<file path="src/design/kvt_pkg.sv">
package kvt_pkg;

  // Default sizing of the table
  localparam int unsigned DEF_ENTRIES    = 16;
  localparam int unsigned DEF_KEY_BITS   = 32;
  localparam int unsigned DEF_VALUE_BITS = 32;

  // Fixed field widths of the stream items
  localparam int unsigned FUNC_W   = 2;
  localparam int unsigned KEY_W    = 32;
  localparam int unsigned VALUE_W  = 32;
  localparam int unsigned STATUS_W = 3;
  localparam int unsigned DATA_W   = 32;
  localparam int unsigned COUNT_W  = 5;

  // Packed widths: input tdata holds key and value, output tdata holds data and count
  localparam int unsigned IN_TDATA_W  = KEY_W + VALUE_W;
  localparam int unsigned OUT_TDATA_W = ((DATA_W + COUNT_W + 7) / 8) * 8;

  typedef enum logic [FUNC_W-1:0] {
    FUNC_INSERT = 2'd0,
    FUNC_DELETE = 2'd1,
    FUNC_LOOKUP = 2'd2,
    FUNC_CLEAR  = 2'd3
  } func_e;

  typedef enum logic [STATUS_W-1:0] {
    ST_INSERTED        = 3'd0,
    ST_UPDATED         = 3'd1,
    ST_DELETED         = 3'd2,
    ST_FOUND           = 3'd3,
    ST_NOT_FOUND       = 3'd4,
    ST_FULL_OR_CLEARED = 3'd5
  } status_e;

  typedef enum logic [1:0] {
    S_IDLE,
    S_SCAN,
    S_COMMIT
  } state_e;

endpackage

</file>
<file path="src/design/key_value_table_core.sv">
// Bounded key/value table with ENTRIES slots of unique keys. Each input item carries an
// operation in tuser (insert-or-update, delete, lookup, clear) and produces exactly one result
// item: a status code in tuser, plus the looked-up value and the new entry count in tdata.
// Insert overwrites the value of a present key, else takes the lowest free slot, else reports
// full. Keys and values live in two slot memories with one write port and one registered read
// port each; slot valid bits are flops that reset clears at once, so there is no clearing pass
// after reset. A single key comparator walks the slot memory one slot per cycle. Insert, delete
// and lookup keep the block not ready from acceptance through a read-ahead step, a compare
// step per slot and a commit step; the result is loaded into the output register at the
// commit. A clear skips the scan and keeps the block not ready through the commit step only.
// No new item is accepted until the previous one has committed. The commit holds while the
// previous result still waits for m_axis_tready. The output register decouples the two sides:
// a new item is accepted while the previous result still waits for m_axis_tready. Key bits
// above KEY_BITS are ignored and value bits above VALUE_BITS are dropped.
module key_value_table_core
  import kvt_pkg::*;
#(
  parameter int unsigned ENTRIES    = DEF_ENTRIES,
  parameter int unsigned KEY_BITS   = DEF_KEY_BITS,
  parameter int unsigned VALUE_BITS = DEF_VALUE_BITS
) (
  input  logic                   clk_i,
  input  logic                   rst_ni,
  // input item
  input  logic                   s_axis_tvalid,
  output logic                   s_axis_tready,
  input  logic [IN_TDATA_W-1:0]  s_axis_tdata,   // [31:0] key, [63:32] value
  input  logic [FUNC_W-1:0]      s_axis_tuser,   // [1:0] func
  // result item
  output logic                   m_axis_tvalid,
  input  logic                   m_axis_tready,
  output logic [OUT_TDATA_W-1:0] m_axis_tdata,   // [31:0] data, [36:32] count, [39:37] zero
  output logic [STATUS_W-1:0]    m_axis_tuser    // [2:0] status
);

  // Stored widths: only the bits that fit in the stream fields can matter
  localparam int unsigned KW   = (KEY_BITS < KEY_W) ? KEY_BITS : KEY_W;
  localparam int unsigned VW   = (VALUE_BITS < VALUE_W) ? VALUE_BITS : VALUE_W;
  localparam int unsigned IW   = $clog2(ENTRIES);
  localparam int unsigned CW   = $clog2(ENTRIES + 1);
  localparam logic [IW-1:0] LAST_IDX = IW'(ENTRIES - 1);

  // Sequencer and item registers
  state_e          state_q, state_d;
  func_e           op_q, op_d;
  logic [KW-1:0]   key_q, key_d;
  logic [VW-1:0]   val_q, val_d;

  // Scan: read address stage and compare stage
  logic [IW-1:0]   rd_idx_q, rd_idx_d;
  logic            issue_q, issue_d;
  logic            cmp_vld_q, cmp_vld_d;
  logic [IW-1:0]   cmp_idx_q, cmp_idx_d;

  // Scan results
  logic            hit_q, hit_d;
  logic [IW-1:0]   hit_idx_q, hit_idx_d;
  logic [VW-1:0]   hit_val_q, hit_val_d;
  logic            free_q, free_d;
  logic [IW-1:0]   free_idx_q, free_idx_d;

  // Table state
  logic [ENTRIES-1:0] valid_q, valid_d;
  logic [CW-1:0]      cnt_q, cnt_d;
  logic [KW-1:0]      key_mem [ENTRIES];
  logic [VW-1:0]      val_mem [ENTRIES];
  logic [KW-1:0]      key_rd_q;
  logic [VW-1:0]      val_rd_q;
  logic               key_we, val_we;
  logic [IW-1:0]      wr_idx;

  // Output register
  logic                 out_vld_q, out_vld_d;
  status_e              status_q, status_d;
  logic [DATA_W-1:0]    data_q, data_d;
  logic [COUNT_W-1:0]   count_q, count_d;

  // Commit-time values
  status_e              status_c;
  logic [VW-1:0]        data_c;
  logic                 out_load;
  logic                 key_match;
  logic [VW+DATA_W-1:0] data_ext;
  logic [CW+COUNT_W-1:0] count_ext;

  // The one shared comparator
  assign key_match = cmp_vld_q && valid_q[cmp_idx_q] && (key_rd_q == key_q);

  always_comb begin
    state_d    = state_q;
    op_d       = op_q;
    key_d      = key_q;
    val_d      = val_q;
    rd_idx_d   = rd_idx_q;
    issue_d    = issue_q;
    cmp_vld_d  = 1'b0;
    cmp_idx_d  = rd_idx_q;
    hit_d      = hit_q;
    hit_idx_d  = hit_idx_q;
    hit_val_d  = hit_val_q;
    free_d     = free_q;
    free_idx_d = free_idx_q;
    valid_d    = valid_q;
    cnt_d      = cnt_q;
    out_vld_d  = out_vld_q;
    status_d   = status_q;
    data_d     = data_q;
    count_d    = count_q;
    status_c   = ST_NOT_FOUND;
    data_c     = '0;
    out_load   = 1'b0;
    key_we     = 1'b0;
    val_we     = 1'b0;
    wr_idx     = hit_idx_q;
    data_ext   = '0;
    count_ext  = '0;

    // Drain the output register independently of the sequencer
    if (out_vld_q && m_axis_tready) begin
      out_vld_d = 1'b0;
    end

    unique case (state_q)
      S_IDLE: begin
        if (s_axis_tvalid) begin
          // Latch the item and start the scan at slot zero
          op_d     = func_e'(s_axis_tuser);
          key_d    = s_axis_tdata[KW-1:0];
          val_d    = s_axis_tdata[KEY_W +: VW];
          rd_idx_d = '0;
          issue_d  = 1'b1;
          hit_d    = 1'b0;
          free_d   = 1'b0;
          state_d  = (func_e'(s_axis_tuser) == FUNC_CLEAR) ? S_COMMIT : S_SCAN;
        end
      end

      S_SCAN: begin
        // Advance the read address; the compare stage follows it in the next cycle
        cmp_vld_d = issue_q;
        if (issue_q) begin
          if (rd_idx_q == LAST_IDX) begin
            issue_d = 1'b0;
          end else begin
            rd_idx_d = rd_idx_q + IW'(1);
          end
        end
        if (cmp_vld_q) begin
          // Keep the first match and the lowest free slot
          if (key_match && !hit_q) begin
            hit_d     = 1'b1;
            hit_idx_d = cmp_idx_q;
            hit_val_d = val_rd_q;
          end
          if (!valid_q[cmp_idx_q] && !free_q) begin
            free_d     = 1'b1;
            free_idx_d = cmp_idx_q;
          end
          if (cmp_idx_q == LAST_IDX) begin
            state_d = S_COMMIT;
          end
        end
      end

      S_COMMIT: begin
        // Hold here until the output register has room
        out_load = !out_vld_q || m_axis_tready;
        unique case (op_q)
          FUNC_INSERT: begin
            if (hit_q) begin
              status_c = ST_UPDATED;
              val_we   = out_load;
              wr_idx   = hit_idx_q;
            end else if (free_q) begin
              status_c = ST_INSERTED;
              key_we   = out_load;
              val_we   = out_load;
              wr_idx   = free_idx_q;
              if (out_load) begin
                valid_d[free_idx_q] = 1'b1;
                cnt_d               = cnt_q + CW'(1);
              end
            end else begin
              status_c = ST_FULL_OR_CLEARED;
            end
          end
          FUNC_DELETE: begin
            if (hit_q) begin
              status_c = ST_DELETED;
              if (out_load) begin
                valid_d[hit_idx_q] = 1'b0;
                cnt_d              = cnt_q - CW'(1);
              end
            end else begin
              status_c = ST_NOT_FOUND;
            end
          end
          FUNC_LOOKUP: begin
            if (hit_q) begin
              status_c = ST_FOUND;
              data_c   = hit_val_q;
            end else begin
              status_c = ST_NOT_FOUND;
            end
          end
          FUNC_CLEAR: begin
            status_c = ST_FULL_OR_CLEARED;
            if (out_load) begin
              valid_d = '0;
              cnt_d   = '0;
            end
          end
          default: begin
            status_c = ST_NOT_FOUND;
          end
        endcase
        if (out_load) begin
          data_ext  = {{DATA_W{1'b0}}, data_c};
          count_ext = {{COUNT_W{1'b0}}, cnt_d};
          out_vld_d = 1'b1;
          status_d  = status_c;
          data_d    = data_ext[DATA_W-1:0];
          count_d   = count_ext[COUNT_W-1:0];
          state_d   = S_IDLE;
        end
      end

      default: begin
        state_d = S_IDLE;
      end
    endcase
  end

  // Control state
  always_ff @(posedge clk_i or negedge rst_ni) begin
    if (!rst_ni) begin
      state_q   <= S_IDLE;
      issue_q   <= 1'b0;
      cmp_vld_q <= 1'b0;
      valid_q   <= '0;
      cnt_q     <= '0;
      out_vld_q <= 1'b0;
    end else begin
      state_q   <= state_d;
      issue_q   <= issue_d;
      cmp_vld_q <= cmp_vld_d;
      valid_q   <= valid_d;
      cnt_q     <= cnt_d;
      out_vld_q <= out_vld_d;
    end
  end

  // Payload registers
  always_ff @(posedge clk_i) begin
    op_q       <= op_d;
    key_q      <= key_d;
    val_q      <= val_d;
    rd_idx_q   <= rd_idx_d;
    cmp_idx_q  <= cmp_idx_d;
    hit_q      <= hit_d;
    hit_idx_q  <= hit_idx_d;
    hit_val_q  <= hit_val_d;
    free_q     <= free_d;
    free_idx_q <= free_idx_d;
    status_q   <= status_d;
    data_q     <= data_d;
    count_q    <= count_d;
  end

  // Slot memories: one write port, one registered read port each
  always_ff @(posedge clk_i) begin
    if (key_we) begin
      key_mem[wr_idx] <= key_q;
    end
    key_rd_q <= key_mem[rd_idx_q];
  end

  always_ff @(posedge clk_i) begin
    if (val_we) begin
      val_mem[wr_idx] <= val_q;
    end
    val_rd_q <= val_mem[rd_idx_q];
  end

  assign s_axis_tready = (state_q == S_IDLE);
  assign m_axis_tvalid = out_vld_q;
  assign m_axis_tuser  = status_q;
  assign m_axis_tdata  = {{(OUT_TDATA_W - DATA_W - COUNT_W){1'b0}}, count_q, data_q};

`ifndef SYNTHESIS
  // Entry count always matches the number of valid slots
  a_count_matches_valid: assert property (@(posedge clk_i) disable iff (!rst_ni)
    $countones(valid_q) == int'(cnt_q))
    else $error("entry count differs from number of valid slots");

  // A committed insert into a free slot grows the count by one and marks the slot
  a_insert_grows: assert property (@(posedge clk_i) disable iff (!rst_ni)
    (state_q == S_COMMIT && out_load && op_q == FUNC_INSERT && !hit_q && free_q)
    |=> (cnt_q == $past(cnt_q) + CW'(1)) && valid_q[$past(free_idx_q)])
    else $error("insert did not claim the free slot");

  // A committed delete of a present key frees its slot
  a_delete_frees: assert property (@(posedge clk_i) disable iff (!rst_ni)
    (state_q == S_COMMIT && out_load && op_q == FUNC_DELETE && hit_q)
    |=> !valid_q[$past(hit_idx_q)])
    else $error("delete left the slot valid");

  // Only a successful lookup carries nonzero data
  a_data_only_on_found: assert property (@(posedge clk_i) disable iff (!rst_ni)
    (m_axis_tvalid && m_axis_tuser != ST_FOUND) |-> (data_q == '0))
    else $error("nonzero data on a result other than found");

  // A cleared table reports zero entries
  a_clear_empties: assert property (@(posedge clk_i) disable iff (!rst_ni)
    (state_q == S_COMMIT && out_load && op_q == FUNC_CLEAR)
    |=> (valid_q == '0) && (count_q == '0))
    else $error("clear left valid slots");
`endif

endmodule

</file>
<file path="config.mk">
export PLATFORM = sky130hd
export DESIGN_NAME = key_value_table_core
export DESIGN_NICKNAME = d
export VERILOG_FILES = /design/src/design/kvt_pkg.sv /design/src/design/key_value_table_core.sv
export SDC_FILE = /design/constraint.sdc
export NUM_CORES = 1
export LEC_CHECK = 0
export BUFFER_PORTS_ARGS = -buffer_cell sky130_fd_sc_hd__buf_2
export CAP_MARGIN = 20
export CORE_MARGIN = 4
export CORE_UTILIZATION = 35
export CTS_CLUSTER_DIAMETER = 80
export DETAILED_ROUTE_END_ITERATION = 10
export PLACE_DENSITY = 0.47
export SLEW_MARGIN = 20
export SYNTH_ARGS = -nofsm -noshare
export SYNTH_HDL_FRONTEND = slang
export SYNTH_SLANG_ARGS = --single-unit
</file>
<file path="constraint.sdc">
create_clock -name clk_i -period 5.9 [get_ports clk_i]
set_input_delay 0.59 -clock clk_i [delete_from_list [all_inputs] [get_ports clk_i]]
set_output_delay 0.59 -clock clk_i [all_outputs]
set_load 0.005 [all_outputs]
</file>
==> qor.log <==
INFO  outcome        run_status=completed
INFO  floorplanning  die_height=375µm
INFO  floorplanning  boundaryPins=115
INFO  detailed_routing dr_pass1_iterations=5
INFO  detailed_routing num_vias=21300
INFO  logic_synthesis ys.flop_type=sky130_fd_sc_hd__edfxtp_1
INFO  critical_path  worst_setup_path_end_kind=flip-flop
INFO  hold_path      min_path_cells=1
INFO  floorplanning  core.rowCount=134
INFO  clock_tree     clock_tree_from_tritoncts=done
INFO  clock_tree     cts_sinks=1270
INFO  sta            worst_pin_slew=1.03ns
INFO  final_layout   antennaDiodeCount=0
INFO  logic_synthesis async_flop_share=0.0205
INFO  grt            grt_remaining_overflow=0
INFO  placed_design  placement.cell_area=50100µm²
INFO  sta            whs=0.0598ns
INFO  detailed_routing drt_first_iter_violations=1761
INFO  clock_tree     cts-resized-gates=0
INFO  critical_path  critPathLaunchType=flip-flop
INFO  hold_path      hold_class=in2reg
INFO  clock_tree     ctsLongestPathBuffers=3
INFO  clock_tree     numCtsBuffers=142
INFO  critical_path  crit_fanout=33
INFO  final_layout   fin_area=55400µm²
INFO  grt            grt_start_max_net_pins=128
INFO  final_layout   fin_util=0.415
INFO  critical_path  depth_of_the_worst_register_to_register_path=5
INFO  floorplanning  core_region_area=134000µm²
INFO  floorplanning  start_util=0.352
INFO  grt            groute.usage.overall=0.154
INFO  detailed_routing post-route-drc-count=0
INFO  pwr            maximum_vdd_drop=0.424mV
INFO  logic_synthesis most_frequent_cell_after_synthesis=sky130_fd_sc_hd__edfxtp_1
INFO  sta            grt_setup_unrepaired=no
INFO  logic_synthesis synth_edf_count=1176
INFO  logic_synthesis syn_avg_cell_area=23.2µm²
INFO  grt            grt_pass1_wl=158000µm
INFO  sta            finalSetupTns=0ns
INFO  detailed_routing drt-total-wl=107000µm
INFO  logic_synthesis synth.yosys.seq_area_share=0.793
INFO  floorplanning  fp.dieW=375µm
INFO  sta            layout_worst_path_cycle_share=0.657
INFO  critical_path  arrival=4.30ns
INFO  placed_design  detailed_place_hpwl=60000µm
INFO  logic_synthesis synth.distinct_cells=57
INFO  grt            vias_in_the_first_global_route=22500
INFO  placed_design  port-buffer-count=111
INFO  clock_tree     clock_insertion_delay_worst_skew=0.74ns
INFO  logic_synthesis ys_warn_count=0
INFO  sta            setup_viol=0
INFO  critical_path  path_class=reg2reg
INFO  final_layout   post_route_cells_drive_above_1_share=0.311
INFO  sta            final_max_slew_viol_count=0
INFO  clock_tree     worst_setup_hold_path_clk_slew=0.06ns
INFO  detailed_routing final_antenna_net_count=0
INFO  sta            final.setup_skew=0.0228ns
INFO  logic_synthesis synthCells=2030
INFO  sta            report.final.hold_viol_count=0
INFO  pwr            power.density=442nW/µm²
INFO  clock_tree     cts-htree-levels=4
INFO  logic_synthesis synth_top_cells_by_count=1176 x sky130_fd_sc_hd__edfxtp_1, 322 x sky130_fd_sc_hd__mux4_2, 68 x sky130_fd_sc_hd__dfxtp_1
INFO  logic_synthesis cell_area_synth=47100µm²
INFO  sta            max-slew-margin-rel=0.314
INFO  critical_path  worst_ep_required_time=6.32ns
INFO  final_layout   area_overhead_of_the_layout_relative_to_synthesis=17.7%
INFO  clock_tree     root_buffer=sky130_fd_sc_hd__clkbuf_16
INFO  placed_design  gpl.final_weighted_congestion=0.795
INFO  logic_synthesis synth_largest_area_cell=sky130_fd_sc_hd__edfxtp_1
INFO  floorplanning  die_area=140000µm²
INFO  sta            final.min_clock_period=3.87ns
INFO  logic_synthesis flop_and_latch_count_out_of_synthesis=1270
INFO  pwr            power=24.5mW
INFO  final_layout   final_net_count=2374
INFO  detailed_routing viasPerCell=5.09
INFO  sta            achievable-frequency=258MHz
INFO  logic_synthesis post_synth_main_area_contributors=sky130_fd_sc_hd__edfxtp_1 75%, sky130_fd_sc_hd__mux4_2 15%, sky130_fd_sc_hd__dfxtp_1 2.9%, sky130_fd_sc_hd__dfrtp_1 1.4%, sky130_fd_sc_hd__xnor2_1 0.50%
INFO  pwr            power_leakage=17.5nW
INFO  detailed_routing detail_route.wl_per_cell=25.7µm
INFO  logic_synthesis synth_top_cell_area_share=0.750
INFO  grt            antenna_found_initial=2
INFO  flow_run       max_cap_violations=0
-- through the flow --
| step | instances | setup WS (ns) |
|---|---|---|
| 2_1_floorplan | 2032 | 1.67 |
| 3_3_place_gp | 3864 | 1.96 |
| 3_5_place_dp | 3865 | 2.00 |
| 4_1_cts | 4183 | 1.99 |
| 5_1_grt | 4185 | 1.84 |
| 6_report | 4185 | 2.03 |
-- metal layers --
| metal | global-route usage | part of all wire |
|---|---|---|
| met4 | 0.0448 | 0.020 |
| met1 | 0.227 | 0.47 |
| met2 | 0.235 | 0.46 |
| met5 | 0 | 0 |
| met3 | 0.0291 | 0.048 |
-- state kept, by name, summed over array words and instances, names as in the netlist, 4 cells and up --
register and count:
key_mem 512, hit_idx_q 4, count_q 5, cmp_idx_q 4, cnt_q 5, key_q 32, free_idx_q 4, key_rd_q 32
val_q 32, cmp_idx_d 4, hit_val_q 32, valid_q 16, val_mem 512, data_q 32, val_rd_q 32
-- report_power, final --
group          switching [mW]  internal [mW]  leakage (nW)  total, mW
registers               0.508           10.5          11.5       11.0
logic                    2.34           2.45          3.76       4.79
clock network            3.47           5.22          2.27       8.70
-- kinds of logic after synthesis --
group | count (synthesis) | share of synthesized area
XOR/XNOR | 35 | 0.00651
AO/OA/AOI/OAI | 96 | 0.0123
flip-flops | 1270 | 0.793
multiplexers | 329 | 0.156
AND/OR/NAND/NOR | 184 | 0.0210
adder cells (fa/ha/maj) | 4 | 0.00106
other | 1 | 0.0000796
buffers and inverters | 111 | 0.0110
-- cell usage in the layout (no fill, tap or decap), drive strengths merged, types with 8 or more instances in the layout --
master and instances:
nor2 56, edfxtp 1176, and3 34, o21ai 49, clkinv 43, dfxtp 68, a21oi 17, inv 18
nand2 26, nand4 12, xor2 8, dlygate4sd3 57, clkbuf 194, nor4 9, xnor2 27, nor3 9
dfrtp 26, mux4 322, bufinv 9, buf 168, a31oi 11
-- worst max-delay path, stage by stage, from the launching register on --
cell and delay (ns):
sky130_fd_sc_hd__edfxtp_1 0.79, sky130_fd_sc_hd__or4_4 0.80, sky130_fd_sc_hd__o21ai_0 0.12, sky130_fd_sc_hd__nand2_1 0.52
sky130_fd_sc_hd__nor2_4 0.89, sky130_fd_sc_hd__buf_4 0.38
-- timing repair --
item | in CTS | in global routing
buffers inserted | 0 | 0
endpoints found under the hold margin | 82 | 0
hold buffers | 57 | 0
-- final cells by class --
class | instances | area, µm²
Clock buffer | 194 | 4060
Clock inverter | 67 | 606
Fill cell | 11600 | 78200
Inverter | 10 | 40.0
Multi-Input combinational cell | 651 | 9530
Sequential cell | 1270 | 37300
Tap cell | 1768 | 2210
Timing Repair Buffer | 225 | 1680
-- worst paths after layout --
kind                                  start        endpoint  slack (ns)
setup / recovery                    op_q[1]  val_mem[3][21]        2.03
hold / removal             s_axis_tdata[39]        val_q[7]        0.06
setup reg to reg                    op_q[1]  val_mem[3][21]        2.03
hold reg to reg                 val_rd_q[1]    hit_val_q[1]        0.40
max in group asynchronous            rst_ni      valid_q[8]        5.01
min in group asynchronous            rst_ni         issue_q        0.45
Power figures use the tool's default switching activity.
